$ cat config.mk
export PLATFORM = sky130hd
export DESIGN_NAME = fpp_ram
export DESIGN_NICKNAME = d
export VERILOG_FILES = /design/src/sv/assert_macros.svh /design/src/sv/fpp_ram.sv
export SDC_FILE = /design/constraint.sdc
export NUM_CORES = 1
export LEC_CHECK = 0
export BUFFER_PORTS_ARGS = -buffer_cell sky130_fd_sc_hd__buf_4
export CAP_MARGIN = 25
export CORE_MARGIN = 3
export CORE_UTILIZATION = 55
export DETAILED_ROUTE_END_ITERATION = 16
export MAX_ROUTING_LAYER = met4
export PLACE_DENSITY = 0.76
export SLEW_MARGIN = 20
export SYNTH_ARGS = -nofsm -noshare
export SYNTH_HDL_FRONTEND = slang
export SYNTH_SLANG_ARGS = --single-unit
$ cat constraint.sdc
create_clock -name clk_i -period 2.1 [get_ports clk_i]
set_input_delay 0.21 -clock clk_i [delete_from_list [all_inputs] [get_ports clk_i]]
set_output_delay 0.21 -clock clk_i [all_outputs]
set_load 0.01 [all_outputs]
$ cat src/sv/assert_macros.svh
// assertion macros used by the framed_packet_parser_unit rtl file of the framed packet parser
// no dependencies; bodies are empty when SYNTHESIS is defined
`ifndef ASSERT_MACROS_SVH
`define ASSERT_MACROS_SVH
`ifndef SYNTHESIS
// property must hold at every clock edge outside reset
`define FPP_ASSERT(lbl, clk, rst_n, prop, msg) \
  lbl: assert property (@(posedge clk) disable iff (!rst_n) (prop)) else $error(msg);
// consequent must hold on the clock edge after the antecedent
`define FPP_ASSERT_NEXT(lbl, clk, rst_n, ante, cons, msg) \
  lbl: assert property (@(posedge clk) disable iff (!rst_n) (ante) |=> (cons)) else $error(msg);
`else
`define FPP_ASSERT(lbl, clk, rst_n, prop, msg)
`define FPP_ASSERT_NEXT(lbl, clk, rst_n, ante, cons, msg)
`endif
`endif

$ cat src/sv/fpp_ram.sv
// simple dual-port synchronous ram, one write and one registered read port
// no dependencies
`default_nettype none

module fpp_ram #(
  parameter int WIDTH = 8,
  parameter int DEPTH = 16,
  parameter int AW    = (DEPTH > 1) ? $clog2(DEPTH) : 1
) (
  input  wire logic             clk_i,
  input  wire logic             wr_en_i,
  input  wire logic [AW-1:0]    wr_addr_i,
  input  wire logic [WIDTH-1:0] wr_data_i,
  input  wire logic [AW-1:0]    rd_addr_i,
  output logic      [WIDTH-1:0] rd_data_o
);

  logic [WIDTH-1:0] mem [DEPTH];
  logic [WIDTH-1:0] rd_data_q;

  always_ff @(posedge clk_i) begin
    if (wr_en_i) begin
      mem[wr_addr_i] <= wr_data_i;
    end
    rd_data_q <= mem[rd_addr_i];
  end

  assign rd_data_o = rd_data_q;

endmodule

`default_nettype wire

**Word-level counts from Yosys, hierarchy flattened**

Memory sizes are Yosys's and may differ from the RTL's. A register that Yosys moved wholly into a read port is not among the register bits.
Cells that the tools add are included.

- Memories kept: 1
- Register bits: 0
- Bits in writable memories: 128

Memories:

| memory | words | width | read ports | clocked after memory_dff | wr ports | line | text |
|---|---|---|---|---|---|---|---|
| mem | 16 | 8 | 1 | 1 | 1 | fpp_ram.sv:18 | `logic [WIDTH-1:0] mem [DEPTH];` |

- Muxes and demuxes: 2

Operators by type and width:

| kind | number |
|---|---|
| $mux W1 | 2 |

**Longest topological paths before layout**

Gate-level depths: netlist of run 1.

- Depth after elaboration: 2
- Gate-level depth with buffers: 5
- Gate-level depth less buffers: 3

**Least setup slack after synthesis of run 1**

OpenSTA, ideal clock, no wires.

- Path type: input to register
- From: input wr_addr_i[2]
- To: memory mem[0][0] (enable)
- Library setup time: 0.383 ns
- Required time: 1.717 ns
- Path buffers: 0
- Cell stages on the path: 2
- Arrival: 1.320 ns
- Slack: 0.397 ns
- Path through: or3b_2 nor3_1

RTL lines:

| what | line | text |
|---|---|---|
| start: declaration | fpp_ram.sv:12 | `input wire logic [AW-1:0] wr_addr_i,` |
| end: declaration | fpp_ram.sv:18 |  |

Straight into the memory's write port.

==> results of run 1 <==
-- sequential cells by signal, indices dropped and copies added (netlist names) --
signal,count
mem,128
rd_data_o,8
-- per-stage QoR --
stage          setup WS [ns]  utilization
2_1_floorplan         0.3971            -
3_3_place_gp          0.4815       0.6222
3_5_place_dp          0.4568       0.6222
4_1_cts               0.7116       0.6993
5_1_grt               0.6468       0.6993
6_report              0.6988       0.6993
-- worst paths after layout --
check	cells past startpoint	from	endpoint
worst min register to register	3	mem[4][0]	rd_data_o[0]
worst max-delay path	3	mem[10][1]	rd_data_o[1]
worst min-delay path	1	wr_data_i[1]	mem[13][1]
worst max register to register	3	mem[10][1]	rd_data_o[1]
-- report_power, final --
| group | leakage, nW | switching (W) | internal (W) |
|---|---|---|---|
| Clock | 0.314 | 0.00104 | 0.00216 |
| Sequential | 1.22 | 0.0000227 | 0.00304 |
| Combinational | 0.608 | 0.000160 | 0.000143 |
| Total | 2.15 | 0.00123 | 0.00533 |
-- per-layer routing --
metal,routed length (µm),share of wire,up-vias,GRT usage
li1,-,-,1085,-
met1,3828,0.39,1272,0.2914
met2,5220,0.53,95,0.3337
met3,663,0.067,11,0.06766
met4,151,0.015,0,0.07072
met5,0,0,-,-
-- cell families (layout without fill, tap and decap cells) --
| kind of cell | Yosys count | count (layout) |
|---|---|---|
| and+or+nand+nor | 35 | 35 |
| DFF | 136 | 136 |
| buffers and inverters | 10 | 78 |
| AOI/OAI and AO/OA | 16 | 16 |
| muxes | 32 | 32 |
-- what timing repair did --
item | 4_1_cts | 5_1_grt
hold endpoints to repair | 58 | 0
hold buffers | 4 | 0
setup buffers | 0 | 0
-- final cells by class --
type / instances / area (µm²) / area share
repair buffers: 47 / 375.4 / 0.06037
clock inverters: 13 / 227.7 / 0.03663
clock buffers: 18 / 417.9 / 0.06722
well taps: 108 / 135.1 / 0.02173
flip-flops and latches: 136 / 4004 / 0.6440
multi-input cells: 83 / 1057 / 0.1701
-- worst max-delay path: stages, from the launching register on --
cell and delay (ns):
edfxtp_1 0.41, mux4_1 0.56, a22oi_1 0.23, nand2_1 0.07
-- Yosys cell counts (all sizes together) --
cell type	number
nand2b	2
nor2b	1
dfxtp	8
clkdlybuf4s25	3
nor3	4
buf	7
or3b	1
mux4	32
and2b	1
nand3	1
nand2	9
nor2	13
a22oi	16
nand3b	2
and2	1
edfxtp	128
==> impl_metrics.yaml, run 1 <==
logic_synthesis:
  synthAdderAreaFrac: 0
  syn_area_um2: 5147
  ys_warn_count: 0
  syn_nets: 247
  yosys-top-cells-area: "edfxtp_1, mux4_2, mux4_1, dfxtp_1, a22oi_1"
  synth_xor_area_frac: 0
  synth-compound-area-share: 0.02333
  synth.distinct_cells: 19
  synth_area_leader_cell: "edfxtp_1"
  synthSimpleGateAreaFrac: 0.03184
  synthCells: 229
  avgSynthCellArea_um2: 22.48
  ys_ff_latch: 136
  synthMuxAreaShare: 0.1502
  synth_top_area_share: 0.7467
  yosysSeqAreaShare: 0.7778
  synth_top_family_by_area: "multiplexers"
floorplanning:
  placementRows: 34
  fp.dieArea_um2: 10560
  die_h_um: 102.7
  die_w_um: 102.7
  start_util: 0.5789
  core-area_um2: 8891
  io_pins: 26
global_route:
  grt_pass1_wl_um: 15330
  grt_max_degree: 33
  antenna_found_initial: 0
  overflow: 0
  grt_pass1_vias: 2528
  grt_util_all_layers: 0.2203
power:
  power_w: 0.006561
  ir_worst_vdd_uv: 637.6
  p_leak_nw: 2.145
  cellPowerDensity_nw_per_um2: 1055
run_status:
  outcome: "finished clean"
finish:
  diodes: 0
  instances_no_fill: 405
  area_delta_synth_final_pct: 20.78
  mostFrequentLayoutCell: "edfxtp_1"
  final_layout_size_suffix_gt1_frac: 0.3030
  final_cell_mix: "edfxtp_1, buf_4, mux4_2, a22oi_1, clkbuf_16"
  nFillCells: 513
  finalNetCount: 303
  design_area_um2: 6217
sta:
  min_period_ns: 1.401
  fin_crit_sh: 0.6672
  hold_viol_final: 0
  finalSetupViolCount: 0
  fmax_mhz: 713.7
  tightest_slew_ns: 0.7234
  skew_ns: 0.009668
  slew_headroom: 0.5159
  whs_ns: 0.02023
  rsz0062_at_grt: "false"
  tns_ns: 0
  finalMaxSlewViolations: 0
route:
  ant_nets: 0
  firstDrtPassIters: 4
  wirelength_um: 9864
  wire_per_inst_um: 24.36
  via_per_inst: 6.081
  vias: 2463
  drc_errors: 0
  drt_iter0_markers: 252
clock_network:
  cts-root-buf: "clkbuf_8"
  cts.clk_slew.worst_paths_ns: 0.06
  cts_sinks: 136
  clockBufferDepth: 2
  htreeDepth: 4
  cts-resized-gates: 0
  cts_buffers: 17
  cts_tree: "done"
  insertion_delay_ns: 0.50
worst_hold_path:
  hold_path.class: "primary input to flop"
place:
  gp_congestion: 0.7396
  dp_hpwl_um: 6126
  numPortBuffers: 25
  dpl.cell_count: 370
  dpl_cell_area_um2: 5532
worst_setup_path:
  critPathKind: "flop to flop"
  cp_max_fo: 1
  r2r_slack_ns: 0.70
  end_kind: "flop"
  cp.required_ns: 2.48
  cp.arrival_ns: 1.78
  start_kind: "flop"
run:
  max_cap_violations: 0
Power figures use the tool's default switching activity.
==> inputs of run 2 (changes only) <==
==> constraint.sdc (replaced) <==
create_clock -name clk_i -period 1.4 [get_ports clk_i]
set_input_delay 0.14 -clock clk_i [delete_from_list [all_inputs] [get_ports clk_i]]
set_output_delay 0.14 -clock clk_i [all_outputs]
set_load 0.01 [all_outputs]
==> impl_metrics.yaml, run 2 (synthesis gave the netlist of run 1 again) <==
run_status:
  outcome: "finished clean"
finish:
  design_area_um2: 6297
  area_delta_synth_final_pct: 22.34
  largest_register: "mem"
  mostFrequentLayoutCell: "edfxtp_1"
  finalNetCount: 313
  diodes: 0
  nFillCells: 509
  largest_reg_flops: 128
  final_cell_mix: "edfxtp_1, buf_4, mux4_2, clkbuf_16"
  final_layout_size_suffix_gt1_frac: 0.3279
sta:
  tightest_slew_ns: 0.8675
  finalSetupViolCount: 0
  fin_crit_sh: 0.9658
  slew_headroom: 0.4195
  rsz0062_at_grt: "false"
  finalMaxSlewViolations: 0
  fmax_mhz: 739.6
  min_period_ns: 1.352
  skew_ns: 0.006887
  hold_viol_final: 0
floorplanning:
  io_pins: 26
  die_h_um: 102.7
  core-area_um2: 8891
  start_util: 0.5789
  placementRows: 34
  fp.dieArea_um2: 10560
  die_w_um: 102.7
power:
  clockPowerShare: 0.452
  power_w: 0.009280
  p_leak_nw: 2.168
  intPower_w: 0.007425
  comb_power_share: 0.054
  pwr-share-seq: 0.494
  ir_worst_vdd_uv: 928.2
  swShare: 0.1999
  cellPowerDensity_nw_per_um2: 1474
  p_switching_w: 0.001855
worst_setup_path:
  r2r_end: "rd_data_o[4]"
  cp_max_fo: 1
  reg2reg_depth: 3
  r2r_slack_ns: 0.05
  end_kind: "flop"
  critPathKind: "flop to flop"
  r2r_start: "mem[9][4]"
  startpoint: "mem[9][4]"
  cp.arrival_ns: 1.74
  start_kind: "flop"
  cp.required_ns: 1.79
  crit_end: "rd_data_o[4]"
global_route:
  antenna_found_initial: 0
  grt_pass1_wl_um: 15440
  grt_pass1_vias: 2612
  overflow: 0
  grt_util_all_layers: 0.2192
  grt_max_degree: 17
worst_hold_path:
  hold_path.class: "primary input to flop"
  hold_depth: 3
place:
  gp_congestion: 0.8097
  dp_hpwl_um: 6370
  dpl_cell_area_um2: 5632
  numPortBuffers: 25
route:
  drc_errors: 0
  via_per_inst: 6.072
  wire_per_inst_um: 23.93
  ant_nets: 0
  vias: 2526
  firstDrtPassIters: 5
  wirelength_um: 9953
  drt_iter0_markers: 209
clock_network:
  cts_sinks: 136
  cts_buffers: 17
  insertion_delay_ns: 0.51
  cts_tree: "done"
  cts.clk_slew.worst_paths_ns: 0.06
  cts_setup_buffers: 0
  cts-root-buf: "clkbuf_8"
  clockBufferDepth: 2
  htreeDepth: 4
run:
  max_cap_violations: 0
## run 2: cell type report
class	count	area (µm²)	share of cell area
clock buffers	21	449.2	0.07133
clock inverters	11	126.4	0.02007
multi-input cells	83	1072	0.1703
flip-flops and latches	136	4004	0.6358
well taps	108	135.1	0.02146
repair buffers	57	510.5	0.08107
## run 2: worst min-delay path by stage
stage	start	to	slack, ns
finish	wr_addr_i[0]	mem[0][5]	0.15
global route	wr_addr_i[0]	mem[0][2]	0.15
CTS	wr_addr_i[0]	mem[0][2]	0.13
detailed placement	wr_data_i[6]	mem[6][6]	0.45
global placement	wr_data_i[6]	mem[6][6]	0.44
floorplan	wr_data_i[0]	mem[0][0]	0.24
## run 2: power by group through the flow
| stage | combinational, W | clock, W | sequential [W] |
|---|---|---|---|
| CTS | 0.000510 | 0.00427 | 0.00459 |
| global placement | 0.000471 | 0 | 0.00467 |
| finish | 0.000503 | 0.00419 | 0.00459 |
| detailed placement | 0.000486 | 0 | 0.00467 |
| global route | 0.000544 | 0.00445 | 0.00459 |
| floorplan | 0.000231 | 0 | 0.00467 |
## run 2: layer usage
layer	track usage	routed length [µm]
met5	-	0
met4	0.06574	77
met3	0.05007	676
met2	0.3347	5038
met1	0.3019	4161
## run 2: timing repair
action / CTS / global route
endpoints found under the hold margin: 128 / 0
pin swaps: 0 / 1
gates resized for setup: 1 / 1
setup endpoints to repair: 1 / 2
hold buffers: 8 / 0
## run 2: per-stage QoR
| stage | setup WS, ns | cells | hold WS (ns) | util | setup TNS [ns] |
|---|---|---|---|---|---|
| CTS | 0.01850 | 416 | 0.1339 | 0.7077 | 0 |
| global placement | -0.2154 | 376 | 0.4367 | 0.6334 | -0.7822 |
| global route | 0.008668 | 416 | 0.1466 | 0.7083 | 0 |
| detailed placement | -0.2754 | 376 | 0.4523 | 0.6334 | -1.109 |
| floorplan | -0.006146 | 229 | 0.2389 | - | -0.1473 |
| finish | 0.04785 | 416 | 0.1533 | 0.7083 | 0 |
## run 2: critical path, cell delays in order (launching register included)
cell	delay [ns]
edfxtp_1	0.35
mux4_1	0.53
a22oi_2	0.28
nand2_1	0.08
==> inputs of run 3 (changes only) <==
--- a/config.mk
+++ b/config.mk
@@ -7,11 +7,13 @@
 export LEC_CHECK = 0
 export BUFFER_PORTS_ARGS = -buffer_cell sky130_fd_sc_hd__buf_4
 export CAP_MARGIN = 25
+export CELL_PAD_IN_SITES_DETAIL_PLACEMENT = 0
+export CELL_PAD_IN_SITES_GLOBAL_PLACEMENT = 1
 export CORE_MARGIN = 3
-export CORE_UTILIZATION = 55
+export CORE_UTILIZATION = 53
 export DETAILED_ROUTE_END_ITERATION = 16
 export MAX_ROUTING_LAYER = met4
-export PLACE_DENSITY = 0.76
+export PLACE_DENSITY = 0.81
 export SLEW_MARGIN = 20
 export SYNTH_ARGS = -nofsm -noshare
 export SYNTH_HDL_FRONTEND = slang
==> impl_metrics.yaml, run 3 (synthesis gave the netlist of run 1 again) <==
route:
  drc_errors: 0
  wirelength_um: 9485
  wire_per_inst_um: 21.80
  via_per_inst: 5.708
  drt_iter0_markers: 174
  vias: 2483
  firstDrtPassIters: 4
  ant_nets: 0
global_route:
  antenna_found_initial: 0
  grt_util_all_layers: 0.1963
  grt_pass1_wl_um: 14950
  grt_max_degree: 17
  overflow: 0
  grt_pass1_vias: 2617
clock_network:
  cts_buffers: 17
  cts.clk_slew.worst_paths_ns: 0.06
  cts_tree: "done"
  cts_setup_buffers: 0
  cts_sinks: 136
  insertion_delay_ns: 0.51
  cts-root-buf: "clkbuf_8"
  htreeDepth: 4
  clockBufferDepth: 2
run:
  max_cap_violations: 0
power:
  cellPowerDensity_nw_per_um2: 1563
  p_leak_nw: 2.198
  ir_worst_vdd_uv: 850.9
worst_setup_path:
  r2r_end: "rd_data_o[1]"
  r2r_start: "mem[8][1]"
  cp_num_buf_inv: 0
  r2r_slack_ns: 0.09
  cp_top_family: "multiplexers"
  end_kind: "flop"
  cp_max_fo: 1
  critPathKind: "flop to flop"
  cp_cell_sequence: "mux4_1, a22oi_1, nand2_1"
  start_kind: "flop"
  crit_slowest_cell: "mux4_1"
  cp.arrival_ns: 1.70
  cp.required_ns: 1.80
  reg2reg_depth: 3
  cpPeakStageDelay_ns: 0.52
floorplanning:
  core-area_um2: 9328
  die_h_um: 104.6
  fp.dieArea_um2: 10930
  placementRows: 35
  start_util: 0.5518
  die_w_um: 104.6
  io_pins: 26
sta:
  fin_crit_sh: 0.9338
  finalSetupViolCount: 0
  skew_ns: 0.007993
  fmax_mhz: 764.9
  finalMaxSlewViolations: 0
  tightest_slew_ns: 0.7130
  min_period_ns: 1.307
  slew_headroom: 0.5237
  worst_slack_ns: 0.09270
  rsz0062_at_grt: "false"
  hold_viol_final: 0
finish:
  final_cell_mix: "edfxtp_1, buf_4, mux4_2, a22oi_1, clkbuf_16"
  area_delta_synth_final_pct: 23.87
  diodes: 0
  final_layout_size_suffix_gt1_frac: 0.3203
  largest_register: "mem"
  design_area_um2: 6376
  fin_util: 0.6836
  instances_no_fill: 435
  largest_reg_flops: 128
  mostFrequentLayoutCell: "edfxtp_1"
  finalNetCount: 311
place:
  dpl.cell_count: 395
  dp_hpwl_um: 6127
  place_ws_ns: -0.08962
  dpl_cell_area_um2: 5630
  gp_congestion: 0.7646
  numPortBuffers: 25
worst_hold_path:
  hold_depth: 4
  holdPathEnd: "rd_data_o[3]"
  hp-start: "rd_addr_i[1]"
  hold_path.class: "primary input to flop"
run_status:
  outcome: "finished clean"
-- run 3: cell type report --
cell class,instances,area (µm²)
Multi-Input combinational cell,83,1062
Clock buffer,18,417.9
Clock inverter,14,247.7
Sequential cell,136,4004
Timing Repair Buffer,55,483.0
Tap cell,129,161.4
Fill cell,578,2952
-- run 3: worst max-delay path by stage --
stage          depth (start not counted)  slack [ns]           end          from
4_1_cts                                3        0.08  rd_data_o[1]     mem[8][1]
3_3_place_gp                           5       -0.07  rd_data_o[3]  rd_addr_i[0]
5_1_grt                                3        0.03  rd_data_o[1]     mem[9][1]
3_5_place_dp                           5       -0.09  rd_data_o[3]  rd_addr_i[0]
6_report                               3        0.09  rd_data_o[1]     mem[8][1]
2_1_floorplan                          2      -0.006     mem[3][0]  wr_addr_i[2]
-- run 3: layer usage --
metal / track usage / up-vias / wire length [µm]
met4: 0.06268 / 0 / 121
met2: 0.3067 / 81 / 4950
met3: 0.04941 / 11 / 458
met1: 0.2580 / 1285 / 3954
li1: - / 1106 / -
met5: - / - / 0
-- run 3: tightest hold or removal path: cells and delay by family --
kind / cells / cell delay, ns
mux: 1 / 0.16
buf+inv: 1 / 0.16
compound gates: 1 / 0.06
simple gates: 1 / 0.06
-- run 3: what timing repair did --
action	4_1_cts	5_1_grt
resized for setup	0	0
hold buffers	8	0
endpoints found under the hold margin	128	0
-- run 3: power by group --
group	internal (W)	leakage, nW	switching, W
clock	0.00327	0.316	0.00163
sequential	0.00455	1.22	0.0000318
combinational	0.000239	0.659	0.000244
total	0.00806	2.20	0.00191
-- run 3: through the flow --
| step | hold slack [ns] | total power [W] | setup TNS, ns |
|---|---|---|---|
| after floorplan | 0.2389 | 0.004900 | -0.1473 |
| after global placement | 0.4417 | 0.005123 | -0.2332 |
| after CTS | 0.09376 | 0.01004 | 0 |
| after global routing | 0.1285 | 0.01028 | 0 |
| after detailed placement | 0.4543 | 0.005141 | -0.5614 |
| final | 0.1089 | 0.009967 | 0 |
