--- config.mk ---
export PLATFORM = sky130hd
export DESIGN_NAME = fpp_cfg
export DESIGN_NICKNAME = d
export VERILOG_FILES = /design/src/sv/assert_macros.svh /design/src/sv/fpp_pkg.sv /design/src/sv/fpp_cfg.sv
export SDC_FILE = /design/constraint.sdc
export NUM_CORES = 1
export LEC_CHECK = 0
export BUFFER_PORTS_ARGS = -buffer_cell sky130_fd_sc_hd__buf_2
export CAP_MARGIN = 0
export CORE_UTILIZATION = 53
export DETAILED_ROUTE_END_ITERATION = 6
export PLACE_DENSITY = 0.82
export SLEW_MARGIN = 0
export SYNTH_ARGS = -nofsm -noshare
export SYNTH_HDL_FRONTEND = slang
export SYNTH_SLANG_ARGS = --single-unit
--- constraint.sdc ---
create_clock -name clk_i -period 2.3 [get_ports clk_i]
set_input_delay 0.115 -clock clk_i [delete_from_list [all_inputs] [get_ports clk_i]]
set_output_delay 0.115 -clock clk_i [all_outputs]
set_load 0.01 [all_outputs]
--- src/sv/assert_macros.svh ---
// assertion macros used by the framed_packet_parser_unit rtl file of the framed packet parser
// no dependencies; bodies are empty when SYNTHESIS is defined
`ifndef ASSERT_MACROS_SVH
`define ASSERT_MACROS_SVH
`ifndef SYNTHESIS
// property must hold at every clock edge outside reset
`define FPP_ASSERT(lbl, clk, rst_n, prop, msg) \
  lbl: assert property (@(posedge clk) disable iff (!rst_n) (prop)) else $error(msg);
// consequent must hold on the clock edge after the antecedent
`define FPP_ASSERT_NEXT(lbl, clk, rst_n, ante, cons, msg) \
  lbl: assert property (@(posedge clk) disable iff (!rst_n) (ante) |=> (cons)) else $error(msg);
`else
`define FPP_ASSERT(lbl, clk, rst_n, prop, msg)
`define FPP_ASSERT_NEXT(lbl, clk, rst_n, ante, cons, msg)
`endif
`endif

--- src/sv/fpp_pkg.sv ---
// framed packet parser package: transfer types, codes, constants, crc step
// no dependencies; imported by fpp_cfg and framed_packet_parser_unit
`default_nettype none

package fpp_pkg;

  // default sizes
  localparam int MAX_PAYLOAD_DEF  = 64;
  localparam int BUFFER_DEPTH_DEF = 128;
  localparam int QUEUE_DEPTH_DEF  = 8;

  // frame layout
  localparam int HEADER_LEN   = 12;
  localparam int OVERHEAD_LEN = 14;
  localparam logic [7:0] SYNC_0        = 8'hA5;
  localparam logic [7:0] SYNC_1        = 8'h5A;
  localparam logic [7:0] FRAME_VERSION = 8'h01;
  localparam logic [7:0] ROLE_MIN      = 8'h01;
  localparam logic [7:0] ROLE_MAX      = 8'h02;

  // crc-16/ccitt-false
  localparam logic [15:0] CRC_INIT = 16'hFFFF;
  localparam logic [15:0] CRC_POLY = 16'h1021;

  // request codes
  localparam logic [1:0] FUNC_RX    = 2'd0;
  localparam logic [1:0] FUNC_POP   = 2'd1;
  localparam logic [1:0] FUNC_COUNT = 2'd2;
  localparam logic [1:0] FUNC_CLEAR = 2'd3;

  // result kinds
  localparam logic [1:0] KIND_FRAME   = 2'd0;
  localparam logic [1:0] KIND_REFUSED = 2'd1;
  localparam logic [1:0] KIND_COUNTER = 2'd2;
  localparam logic [1:0] KIND_CLEARED = 2'd3;

  // event counters
  localparam int NUM_COUNTERS = 7;
  localparam int CNT_VERSION  = 0;
  localparam int CNT_LENGTH   = 1;
  localparam int CNT_CRC      = 2;
  localparam int CNT_UNKNOWN  = 3;
  localparam int CNT_OVERFLOW = 4;
  localparam int CNT_VALID    = 5;
  localparam int CNT_TIMEOUT  = 6;

  // configuration registers
  localparam int CFG_ADDR_W = 5;
  localparam logic [2:0] REG_TIMEOUT = 3'd0;
  localparam logic [2:0] REG_ID_A    = 3'd1;
  localparam logic [2:0] REG_ID_B    = 3'd2;
  localparam logic [2:0] REG_ID_C    = 3'd3;
  localparam logic [2:0] REG_ID_D    = 3'd4;
  localparam logic [31:0] TIMEOUT_RST = 32'd100;
  localparam logic [15:0] ID_A_RST    = 16'd1;
  localparam logic [15:0] ID_B_RST    = 16'd2;
  localparam logic [15:0] ID_C_RST    = 16'd3;
  localparam logic [15:0] ID_D_RST    = 16'd4;

  typedef struct packed {
    logic [1:0]  func;
    logic [7:0]  rx_byte;
    logic [31:0] now_ms;
    logic [7:0]  capacity;
    logic [2:0]  counter_index;
  } in_t;

  typedef struct packed {
    logic [1:0]  kind;
    logic [1:0]  sender_role;
    logic [15:0] message_id;
    logic [31:0] sequence_res;
    logic [31:0] receive_ms;
    logic [6:0]  payload_size;
    logic [7:0]  payload_byte;
    logic        last;
    logic [31:0] counter_value;
  } out_t;

  typedef struct packed {
    logic [31:0] timeout_ms;
    logic [15:0] known_id_a;
    logic [15:0] known_id_b;
    logic [15:0] known_id_c;
    logic [15:0] known_id_d;
  } cfg_t;

  // one byte of crc, msb first
  function automatic logic [15:0] crc_step(input logic [15:0] crc, input logic [7:0] b);
    logic [15:0] c;
    c = crc ^ {b, 8'h00};
    for (int k = 0; k < 8; k++) begin
      c = c[15] ? ((c << 1) ^ CRC_POLY) : (c << 1);
    end
    return c;
  endfunction

endpackage

`default_nettype wire

--- src/sv/fpp_cfg.sv ---
// apb configuration registers: timeout and the four known message ids
// depends on fpp_pkg
`default_nettype none

module fpp_cfg (
  input  wire logic                            clk_i,
  input  wire logic                            rst_ni,
  input  wire logic                            psel_i,
  input  wire logic                            penable_i,
  input  wire logic                            pwrite_i,
  input  wire logic [fpp_pkg::CFG_ADDR_W-1:0]  paddr_i,
  input  wire logic [31:0]                     pwdata_i,
  output logic      [31:0]                     prdata_o,
  output logic                                 pready_o,
  output fpp_pkg::cfg_t                        cfg_o
);

  import fpp_pkg::*;

  cfg_t       cfg_q, cfg_d;
  logic [2:0] reg_idx;
  logic       wr_en;

  assign reg_idx = paddr_i[CFG_ADDR_W-1:2];
  assign wr_en   = psel_i && penable_i && pwrite_i;

  always_comb begin
    cfg_d = cfg_q;
    if (wr_en) begin
      case (reg_idx)
        REG_TIMEOUT: cfg_d.timeout_ms = pwdata_i;
        REG_ID_A:    cfg_d.known_id_a = pwdata_i[15:0];
        REG_ID_B:    cfg_d.known_id_b = pwdata_i[15:0];
        REG_ID_C:    cfg_d.known_id_c = pwdata_i[15:0];
        REG_ID_D:    cfg_d.known_id_d = pwdata_i[15:0];
        default: ;
      endcase
    end
  end

  always_comb begin
    case (reg_idx)
      REG_TIMEOUT: prdata_o = cfg_q.timeout_ms;
      REG_ID_A:    prdata_o = {16'h0000, cfg_q.known_id_a};
      REG_ID_B:    prdata_o = {16'h0000, cfg_q.known_id_b};
      REG_ID_C:    prdata_o = {16'h0000, cfg_q.known_id_c};
      REG_ID_D:    prdata_o = {16'h0000, cfg_q.known_id_d};
      default:     prdata_o = 32'h0000_0000;
    endcase
  end

  always_ff @(posedge clk_i or negedge rst_ni) begin
    if (!rst_ni) begin
      cfg_q <= '{timeout_ms: TIMEOUT_RST, known_id_a: ID_A_RST, known_id_b: ID_B_RST,
                 known_id_c: ID_C_RST, known_id_d: ID_D_RST};
    end else begin
      cfg_q <= cfg_d;
    end
  end

  assign pready_o = 1'b1;
  assign cfg_o    = cfg_q;

endmodule

`default_nettype wire

; Word-level counts from Yosys, hierarchy flattened
; Index checks and enable logic that the tools add are counted.
[classes]
n_bitwise = 0
n_reduce_logical = 8
n_shift = 0
mul = 0
n_mux = 1
n_lt_le_gt_ge = 0
n_eq_ne = 4
n_div = 0
n_addsub = 0
[ops]
columns = cell, count
row1 = $pmux W32 S5, 1
row2 = $reduce_and A2 Y1, 5
row3 = $eq A3 B2 Y1 const B, 2
row4 = $eq A3 B1 Y1 const B, 1
row5 = $eq A3 B3 Y1 const B, 1
row6 = $logic_not A3 Y1, 1
row7 = $logic_and A1 B1 Y1, 2
[totals]
word_cells = 18
latchBits = 0
register_bits = 96
inputBits = 42
mem_bits_rw = 0
rom_bits = 0
mem_count = 0

; Longest topological paths before layout
; Gate-level depths: netlist (run 1).
[depth]
word_depth = 3
ltp_mapped = 6

; Worst setup path after synthesis (run 1)
; Ideal clock, no wire load.
[synth_timing]
kind = input port to flip-flop
from = in paddr_i[3] (netlist bit)
to = reg cfg_q, in the netlist cfg_o[21]
path_buffers = 3
arrival_time_ns = 1.302
slack_ns = 0.873
setup_time_ns = 0.125
required_ns = 2.175
cell_stages = 6
cell_sequence = buf_2 > buf_4 > nand2_1 > nor2_2 > buf_2 > mux2_2
[synth_via]
elab_chain_cells = 2
[synth_rtl]
columns = element, line
row1 = start: declaration, fpp_cfg.sv:11  ; input wire logic [fpp_pkg::CFG_ADDR_W-1:0] paddr_i,
row2 = $eq A3 B2 Y1, fpp_cfg.sv:30  ; case (reg_idx)
row3 = $reduce_and A2 Y1 (no source line), --
row4 = end signal: assignment, fpp_cfg.sv:54  ; cfg_q <= '{timeout_ms: TIMEOUT_RST, known_id_a: ID_A_RST, known_id_b: ID_B_RST,
row5 = end signal: assignment, fpp_cfg.sv:57  ; cfg_q <= cfg_d;
row6 = end: declaration, fpp_cfg.sv:20  ; cfg_t cfg_q, cfg_d;
; Every way passes these cells.
; A chain may end at the register's enable or synchronous reset.

; Worst setup path after layout (run 1)
[layout_timing]
from = in paddr_i[3] (netlist bit)
to = out prdata_o[21]
[layout_via]
elab_chain_cells = 2
elab_cells_between_ends = 6
[layout_rtl]
columns = element, line
row1 = $eq A3 B3 Y1 (tied with other cells), fpp_cfg.sv:42  ; case (reg_idx)
row2 = $pmux W32 S5 *, fpp_cfg.sv:42
row3 = end: declaration, fpp_cfg.sv:13  ; output logic [31:0] prdata_o,
; Every way passes the cells marked *; elsewhere a longest branch is shown, timed or not.

==> results.toml, run 1 <==
[run_status]
status = "finished clean"

[sta]
hold_viol_final = 0
finalSetupViolations = 0
min_period_ns = 1.89
worst_pin_slew_ns = 1.29
fin_tns_setup_ns = 0
rsz0062_at_grt = "no"
fmax_ghz = 0.529
fin_skew_ns = 0
period_share_pct = 82.2
drv_slew = 0
relSlewSlack_pct = 13.5

[yosys]
ys_ff_latch = 96
ys_seq_area_share_pct = 53.2
syn_nets = 353
syn_area_per_cell_sq_um = 14.6
yosys_warnings = 0
ys_top_cells_by_area = "dfrtp_1 49%, mux2_2 20%, mux2_4 9.9%"
synth_top_cell_by_area = "dfrtp_1"
yosys.area.top_type_share_pct = 48.5
synth_cell_type_count = 28
syn_inst = 311
synth.cell_area_sq_mm = 0.00454

[place]
place_inst = 574
port_buffers = 167
dp_hpwl_um = 7850
place_congestion = 0.761

[drt]
wl_per_cell_um = 19.5
ant_nets = 0
drtIter0Drc = 144
vias_per_cell = 5.58
dr.pass1.iters = 4
route.detailed.drc = 0
drt_wl_total_um = 11900
routed-via-count = 3385

[power_and_ir_drop]
cellLeakagePower_nw = 3.06
powerDensity_mw_per_mm2 = 824
ir_worst_vdd_mv = 0.417
p_total_mw = 4.84

[global_route]
grt-ovfl-total = 0
grt_pass1_vias = 3327
antenna_found_initial = 0
grt_pass1_wl_um = 18000
grt_max_degree = 53
globalRouteTotalUtil_pct = 27.5

[critical_path]
critPathTopFamily = "simple AND/OR/NAND/NOR gates"
cp-start-kind = "primary input"
slowest_delay_ns = 1.05
slowest_stage = "nor3_1"
required_ns = 2.18
r2r_slack_ns = 1.50
crit_path_cell_trace = "buf_2, nor3_1, and2_1, buf_2"
crit_buf_inv = 2
crit_path_max_fanout = 16
cp_common_cell = "buf_2"
cp-end-kind = "output pin"
cp_data_arrival_time_ns = 1.78
crit_type = "in2out"

[clock_tree]
cts_buffers = 9
cts_root_buffer = "clkbuf_8"
clkSinkCount = 96
clk_pin_slew_ns = 0.10
clkLatencyLatePin_ns = 0.35
cts_max_path_buffers = 2
cts_tree = "built"
htreeDepth = 3

[die]
die_y_um = 94.5
start_util_pct = 55.0
num_io_pins = 171
die_area_sq_mm = 0.00894
coreArea_sq_mm = 0.00826
core.rowCount = 33
die_w_um = 94.5

[cells_and_area]
drive_above_1_share_pct = 64.9
antennaDiodeCount = 0
fillers = 605
largest_register_ffs = 96
seqCellArea_sq_mm = 0.00241
layout.nets = 539
area_delta_synth_final_pct = 29.4
layout_common_cells = "166 x buf_2, 88 x dfrtp_1, 82 x mux2_2"
final_cells = 607
multiInputGateArea_sq_mm = 0.00196
layout_commonest_cell = "buf_2"

[worst_hold_path]
hold_path.class = "in2reg"

[flow_run]
cap_violations = 0
-- worst paths after layout --
kind / end / cells past startpoint / from
worst min-delay path: cfg_o[4] / 2 / pwdata_i[4]
worst max register to register: cfg_o[85] / 1 / cfg_o[85]
min in group asynchronous: cfg_o[45] / 2 / rst_ni
max in group asynchronous: cfg_o[48] / 3 / rst_ni
worst max-delay path: prdata_o[21] / 4 / paddr_i[3]
worst min register to register: cfg_o[81] / 1 / cfg_o[81]
-- power by group --
group / leakage (nW) / internal (mW) / switching, mW
clock network: 0.113 / 0.646 / 0.594
registers: 1.21 / 2.04 / 0.258
logic: 1.74 / 0.697 / 0.606
-- metal layers --
layer,global-route usage [%],vias to the layer above,wire (um)
met1,33.8,1699,4880
met3,7.49,19,862
met4,9.34,0,206
met2,46.6,145,5920
met5,0,-,0
li1,-,1522,-
-- cell usage after synthesis --
cell type and count:
nor3b_4 1, nand4b_4 1, clkbuf_1 8, buf_4 5
a22oi_1 15, and2_1 16, nor3_1 1, a2bb2oi_1 1
clkinv_1 1, nand4_1 1, nor2_1 1, and2b_2 2
or3_1 1, conb_1 1, nor3_2 1, dfrtp_1 88
buf_12 3, nand2_1 2, mux2_2 82, dfstp_2 8
buf_2 5, nor2_2 1, buf_6 2, mux2_4 30
nor2b_1 1, nor3_4 1, a32oi_1 16, o21ai_0 16
-- repair_timing --
action                                 4_1_cts  5_1_grt
buffers inserted                             0        0
hold buffers                                17        0
setup endpoints to repair                    0        0
endpoints found under the hold margin       63        0
gates resized for setup                      0        0
-- kinds of logic after synthesis --
group / after synthesis / synth area share [%]
AOI/OAI and AO/OA: 48 / 7.53
buffers and inverters: 24 / 3.94
DFF: 96 / 53.2
muxes: 112 / 30.3
other: 1 / 0.0826
and+or+nand+nor: 30 / 5.02
-- cell type report --
| cell class | count | area share, % |
|---|---|---|
| Clock inverter | 6 | 1.53 |
| Multi-Input combinational cell | 191 | 33.3 |
| Inverter | 1 | 0.0639 |
| Sequential cell | 96 | 41.1 |
| Tap cell | 105 | 2.24 |
| Timing Repair Buffer | 198 | 19.4 |
| Clock buffer | 10 | 2.34 |
-- per-stage QoR --
step	hold slack (ns)	setup WS (ns)	cell area (sq um)	util, %
6_report	0.0392	0.409	5870	71.1
5_1_grt	0.0257	0.282	5870	71.1
4_1_cts	0.0235	0.400	5870	71.1
3_5_place_dp	0.190	0.402	5470	66.3
2_1_floorplan	-0.181	0.873	4540	-
3_3_place_gp	0.189	0.446	5470	66.3
Power figures use the tool's default switching activity.
==> inputs of run 2 (changes only) <==
--- a/config.mk
+++ b/config.mk
@@ -7,9 +7,9 @@
 export LEC_CHECK = 0
 export BUFFER_PORTS_ARGS = -buffer_cell sky130_fd_sc_hd__buf_2
 export CAP_MARGIN = 0
-export CORE_UTILIZATION = 53
+export CORE_UTILIZATION = 45
 export DETAILED_ROUTE_END_ITERATION = 6
-export PLACE_DENSITY = 0.82
+export PLACE_DENSITY = 0.74
 export SLEW_MARGIN = 0
 export SYNTH_ARGS = -nofsm -noshare
 export SYNTH_HDL_FRONTEND = slang
==> constraint.sdc (replaced) <==
create_clock -name clk_i -period 1.6 [get_ports clk_i]
set_input_delay 0.08 -clock clk_i [delete_from_list [all_inputs] [get_ports clk_i]]
set_output_delay 0.08 -clock clk_i [all_outputs]
set_load 0.01 [all_outputs]
==> results.toml, run 2 (synthesized netlist as in run 1, its figures left out) <==
[run_status]
status = "finished clean"

[drt]
wl_met2_um = 6330
drt_wl_total_um = 12800
vias_per_cell = 5.37
wl_met1_um = 5380
routed-via-count = 3589
ant_nets = 0
wl_met3_um = 961
drtIter0Drc = 134
dr.pass1.iters = 4
wl_per_cell_um = 19.2
route.detailed.drc = 0
highest_layer = "met4"

[cells_and_area]
area_delta_synth_final_pct = 37.4
fin_util_pct = 63.8
fin_area_sq_mm = 0.00624
final_cells = 668
layout_commonest_cell = "buf_2"
seqCellArea_sq_mm = 0.00241
fillers = 772
layout.nets = 572
multiInputGateArea_sq_mm = 0.00198
layout_common_cells = "166 x buf_2, 88 x dfrtp_1, 82 x mux2_2"
antennaDiodeCount = 0
largest_register_ffs = 96
drive_above_1_share_pct = 65.6

[sta]
finalSetupViolations = 0
drv_slew = 0
fin_ws_ns = 0.0587
rsz0062_at_grt = "yes"
fin_tns_setup_ns = 0
min_period_ns = 1.54
fmax_ghz = 0.649
fin_skew_ns = 0
period_share_pct = 96.3
hold_ws_ns = 0.0277
hold_viol_final = 0

[global_route]
grt_pass1_vias = 3680
globalRouteTotalUtil_pct = 24.5
grt_max_degree = 35
grt_pass1_wl_um = 18900
grt-ovfl-total = 0
antenna_found_initial = 0

[critical_path]
slowest_delay_ns = 0.40
cp-startpoint = "cfg_o[46]"
cp_data_arrival_time_ns = 1.46
reg2reg_from = "cfg_o[21]"
worstSetupEndpoint = "prdata_o[14]"
cp-start-kind = "flop"
required_ns = 1.52
r2r_slack_ns = 0.70
reg2reg_depth = 2
crit_path_cell_trace = "mux2_2, a32oi_1, o21ai_0, buf_2"
crit_type = "reg2out"
critPathTopFamily = "flip-flops"
crit_buf_inv = 1
worst-path-stages = 4
crit_path_max_fanout = 3
slowest_stage = "dfrtp_1"
cp-end-kind = "output pin"
r2r-end = "cfg_o[21]"

[clock_tree]
cts_root_buffer = "clkbuf_8"
clk_pin_slew_ns = 0.09
cts_max_path_buffers = 2
cts_tree = "built"
clkSinkCount = 96
clkLatencyLatePin_ns = 0.36
cts_buffers = 9
htreeDepth = 3

[place]
port_buffers = 167
placed_area_sq_mm = 0.00567
place_congestion = 0.760
place_inst = 616
dp_hpwl_um = 8760
pre_cts_slack_ns = 0.0928

[power_and_ir_drop]
p_total_mw = 6.95
powerDensity_mw_per_mm2 = 1110
ir_worst_vdd_mv = 0.527
cellLeakagePower_nw = 3.23

[die]
die_w_um = 102
die_area_sq_mm = 0.0105
num_io_pins = 171
die_y_um = 102
start_util_pct = 46.4
core.rowCount = 36
coreArea_sq_mm = 0.00977

[flow_run]
cap_violations = 0

[worst_hold_path]
hold_path.class = "in2reg"
[run 2: power breakdown]
group	total (mW)	leakage [nW]	switching, mW	internal (mW)
Sequential	3.30	1.21	0.375	2.93
Clock	1.64	0.0948	0.835	0.809
Combinational	2.00	1.92	0.906	1.10
Total	6.95	3.23	2.12	4.84
[run 2: worst min-delay path by stage]
stage / from / end / slack [ns] / cells past startpoint
3_5_place_dp: rst_ni / cfg_o[56] / 0.07 / 1
3_3_place_gp: rst_ni / cfg_o[72] / 0.07 / 1
5_1_grt: pwdata_i[11] / cfg_o[11] / 0.02 / 2
6_report: pwdata_i[11] / cfg_o[11] / 0.03 / 2
4_1_cts: pwdata_i[11] / cfg_o[75] / 0.008 / 2
2_1_floorplan: rst_ni / cfg_o[0] / -0.22 / 0
[run 2: repair_timing]
action | CTS | global route
endpoints found under the setup margin | 1 | 10
hold buffers | 28 | 0
endpoints found under the hold margin | 81 | 0
buffers inserted | 1 | 7
pin swaps | 0 | 1
resized for setup | 0 | 11
[run 2: layout make-up]
type / count / area share [%]
clock buffers: 12 / 2.49
clock inverters: 4 / 0.843
inverters: 1 / 0.0602
multi-input cells: 191 / 31.8
flip-flops and latches: 96 / 38.7
well taps: 133 / 2.67
repair buffers: 231 / 23.5
[run 2: routing by layer]
layer,vias up,GRT usage [%]
li1,1592,-
met1,1817,30.7
met2,163,41.6
met3,17,6.02
met4,0,7.47
met5,-,0
==> inputs of run 3 (changes only) <==
--- a/config.mk
+++ b/config.mk
@@ -7,9 +7,8 @@
 export LEC_CHECK = 0
 export BUFFER_PORTS_ARGS = -buffer_cell sky130_fd_sc_hd__buf_2
 export CAP_MARGIN = 0
-export CORE_UTILIZATION = 45
+export CORE_UTILIZATION = 30
 export DETAILED_ROUTE_END_ITERATION = 6
-export PLACE_DENSITY = 0.74
 export SLEW_MARGIN = 0
 export SYNTH_ARGS = -nofsm -noshare
 export SYNTH_HDL_FRONTEND = slang
==> results.toml, run 3 (synthesized netlist as in run 1, its figures left out) <==
[sta]
fin_skew_ns = 0
hold_viol_final = 0
fin_tns_setup_ns = 0
rsz0062_at_grt = "yes"
drv_slew = 0
min_period_ns = 1.54
period_share_pct = 96.1
finalSetupViolations = 0
fmax_ghz = 0.650

[global_route]
grt-ovfl-total = 0
globalRouteTotalUtil_pct = 17.9
grt_pass1_wl_um = 21100
grt_max_degree = 47
antenna_found_initial = 0
grt_pass1_vias = 3594

[place]
port_buffers = 167
place_congestion = 0.728
dp_hpwl_um = 9460
placed_area_sq_mm = 0.00573

[cells_and_area]
seqCellArea_sq_mm = 0.00241
layout_common_cells = "166 x buf_2, 88 x dfrtp_1, 82 x mux2_2"
area_delta_synth_final_pct = 37.4
largest_register_ffs = 96
antennaDiodeCount = 0
layout.nets = 551
drive_above_1_share_pct = 66.3
layout_commonest_cell = "buf_2"
multiInputGateArea_sq_mm = 0.00198
fillers = 1386
fin_area_sq_mm = 0.00623

[critical_path]
crit_path_max_fanout = 3
cp-start-kind = "flop"
cp-end-kind = "output pin"
cp_data_arrival_time_ns = 1.46
crit_path_cell_trace = "mux2_2, a32oi_1, o21ai_0, buf_2"
cp-startpoint = "cfg_o[54]"
slowest_delay_ns = 0.39
required_ns = 1.52
reg2reg_from = "cfg_o[56]"
slowest_stage = "dfrtp_1"
crit_type = "reg2out"

[run_status]
status = "finished, violations left"
violations = "DRC"

[clock_tree]
cts_max_path_buffers = 2
cts_root_buffer = "clkbuf_16"
clk_pin_slew_ns = 0.07
clkLatencyLatePin_ns = 0.34
cts_buffers = 9
post-cts-setup-buffers = 0
clkSinkCount = 96
cts_tree = "built"
htreeDepth = 3

[die]
coreArea_sq_mm = 0.0146
start_util_pct = 31.0
core.rowCount = 44
die_w_um = 125
num_io_pins = 171
die_y_um = 125
die_area_sq_mm = 0.0156

[drt]
vias_per_cell = 4.90
routed-via-count = 3421
wl_met1_um = 5920
drtIter0Drc = 151
dr.pass1.iters = 7
highest_layer = "met4"
wl_met2_um = 6600
wl_met3_um = 839
drt_wl_total_um = 13600
route.detailed.drc = 30
wl_per_cell_um = 19.4
ant_nets = 0

[flow_run]
cap_violations = 0

[worst_hold_path]
hold_path.class = "in2reg"
min-delay-start = "pwdata_i[12]"

[power_and_ir_drop]
powerDensity_mw_per_mm2 = 1210
ir_worst_vdd_mv = 0.587
cellLeakagePower_nw = 3.19
run 3: critical path, delay by kind of cell, from the launching register on:
| family | cells | cell delay [ns] |
|---|---|---|
| flops | 1 | 0.39 |
| mux | 1 | 0.26 |
| buf+inv | 1 | 0.17 |
| compound gates | 2 | 0.30 |
run 3: final timing paths:
| check | to | slack [ns] | cells after the start |
|---|---|---|---|
| setup / recovery | prdata_o[6] | 0.06 | 4 |
| hold / removal | cfg_o[76] | 0.02 | 2 |
| setup reg to reg | cfg_o[56] | 0.80 | 1 |
| hold reg to reg | cfg_o[81] | 0.52 | 1 |
| max in group asynchronous | cfg_o[2] | 0.93 | 3 |
| min in group asynchronous | cfg_o[77] | 0.12 | 2 |
run 3: area by class of cell:
type	count	share of cell area (%)
Inverter	1	0.0602
Tap cell	184	3.69
Timing Repair Buffer	210	20.7
Clock inverter	7	1.53
Multi-Input combinational cell	191	31.7
Clock buffer	9	3.61
Sequential cell	96	38.7
run 3: through the flow:
step                      total power [mW]  hold WS [ns]  instances  setup WS, ns  util (%)
final                                 7.53        0.0204        698        0.0618      42.6
after global routing                  7.93        0.0189        698       -0.0152      42.6
after CTS                             7.64       0.00200        698        0.0285      42.5
after detailed placement              5.25       -0.0643        665        0.0555      39.1
after global placement                5.17       -0.0669        665        0.0728      39.1
after floorplan                       4.30        -0.216        311         0.208         -
run 3: timing repair:
action | in CTS | in global routing
endpoints found under the setup margin | 0 | 7
hold buffers | 17 | 0
gates resized for setup | 0 | 6
hold endpoints to repair | 104 | 0
run 3: where the power goes:
| part | internal (mW) | switching, mW |
|---|---|---|
| logic | 1.03 | 0.888 |
| registers | 2.93 | 0.376 |
| clock network | 1.37 | 0.936 |
| total | 5.33 | 2.20 |
run 3: layer usage:
| metal | vias to the layer above | global-route usage, % |
|---|---|---|
| met5 | - | 0 |
| met4 | 0 | 4.88 |
| met3 | 12 | 4.96 |
| met2 | 134 | 29.6 |
| met1 | 1731 | 22.9 |
| li1 | 1544 | - |
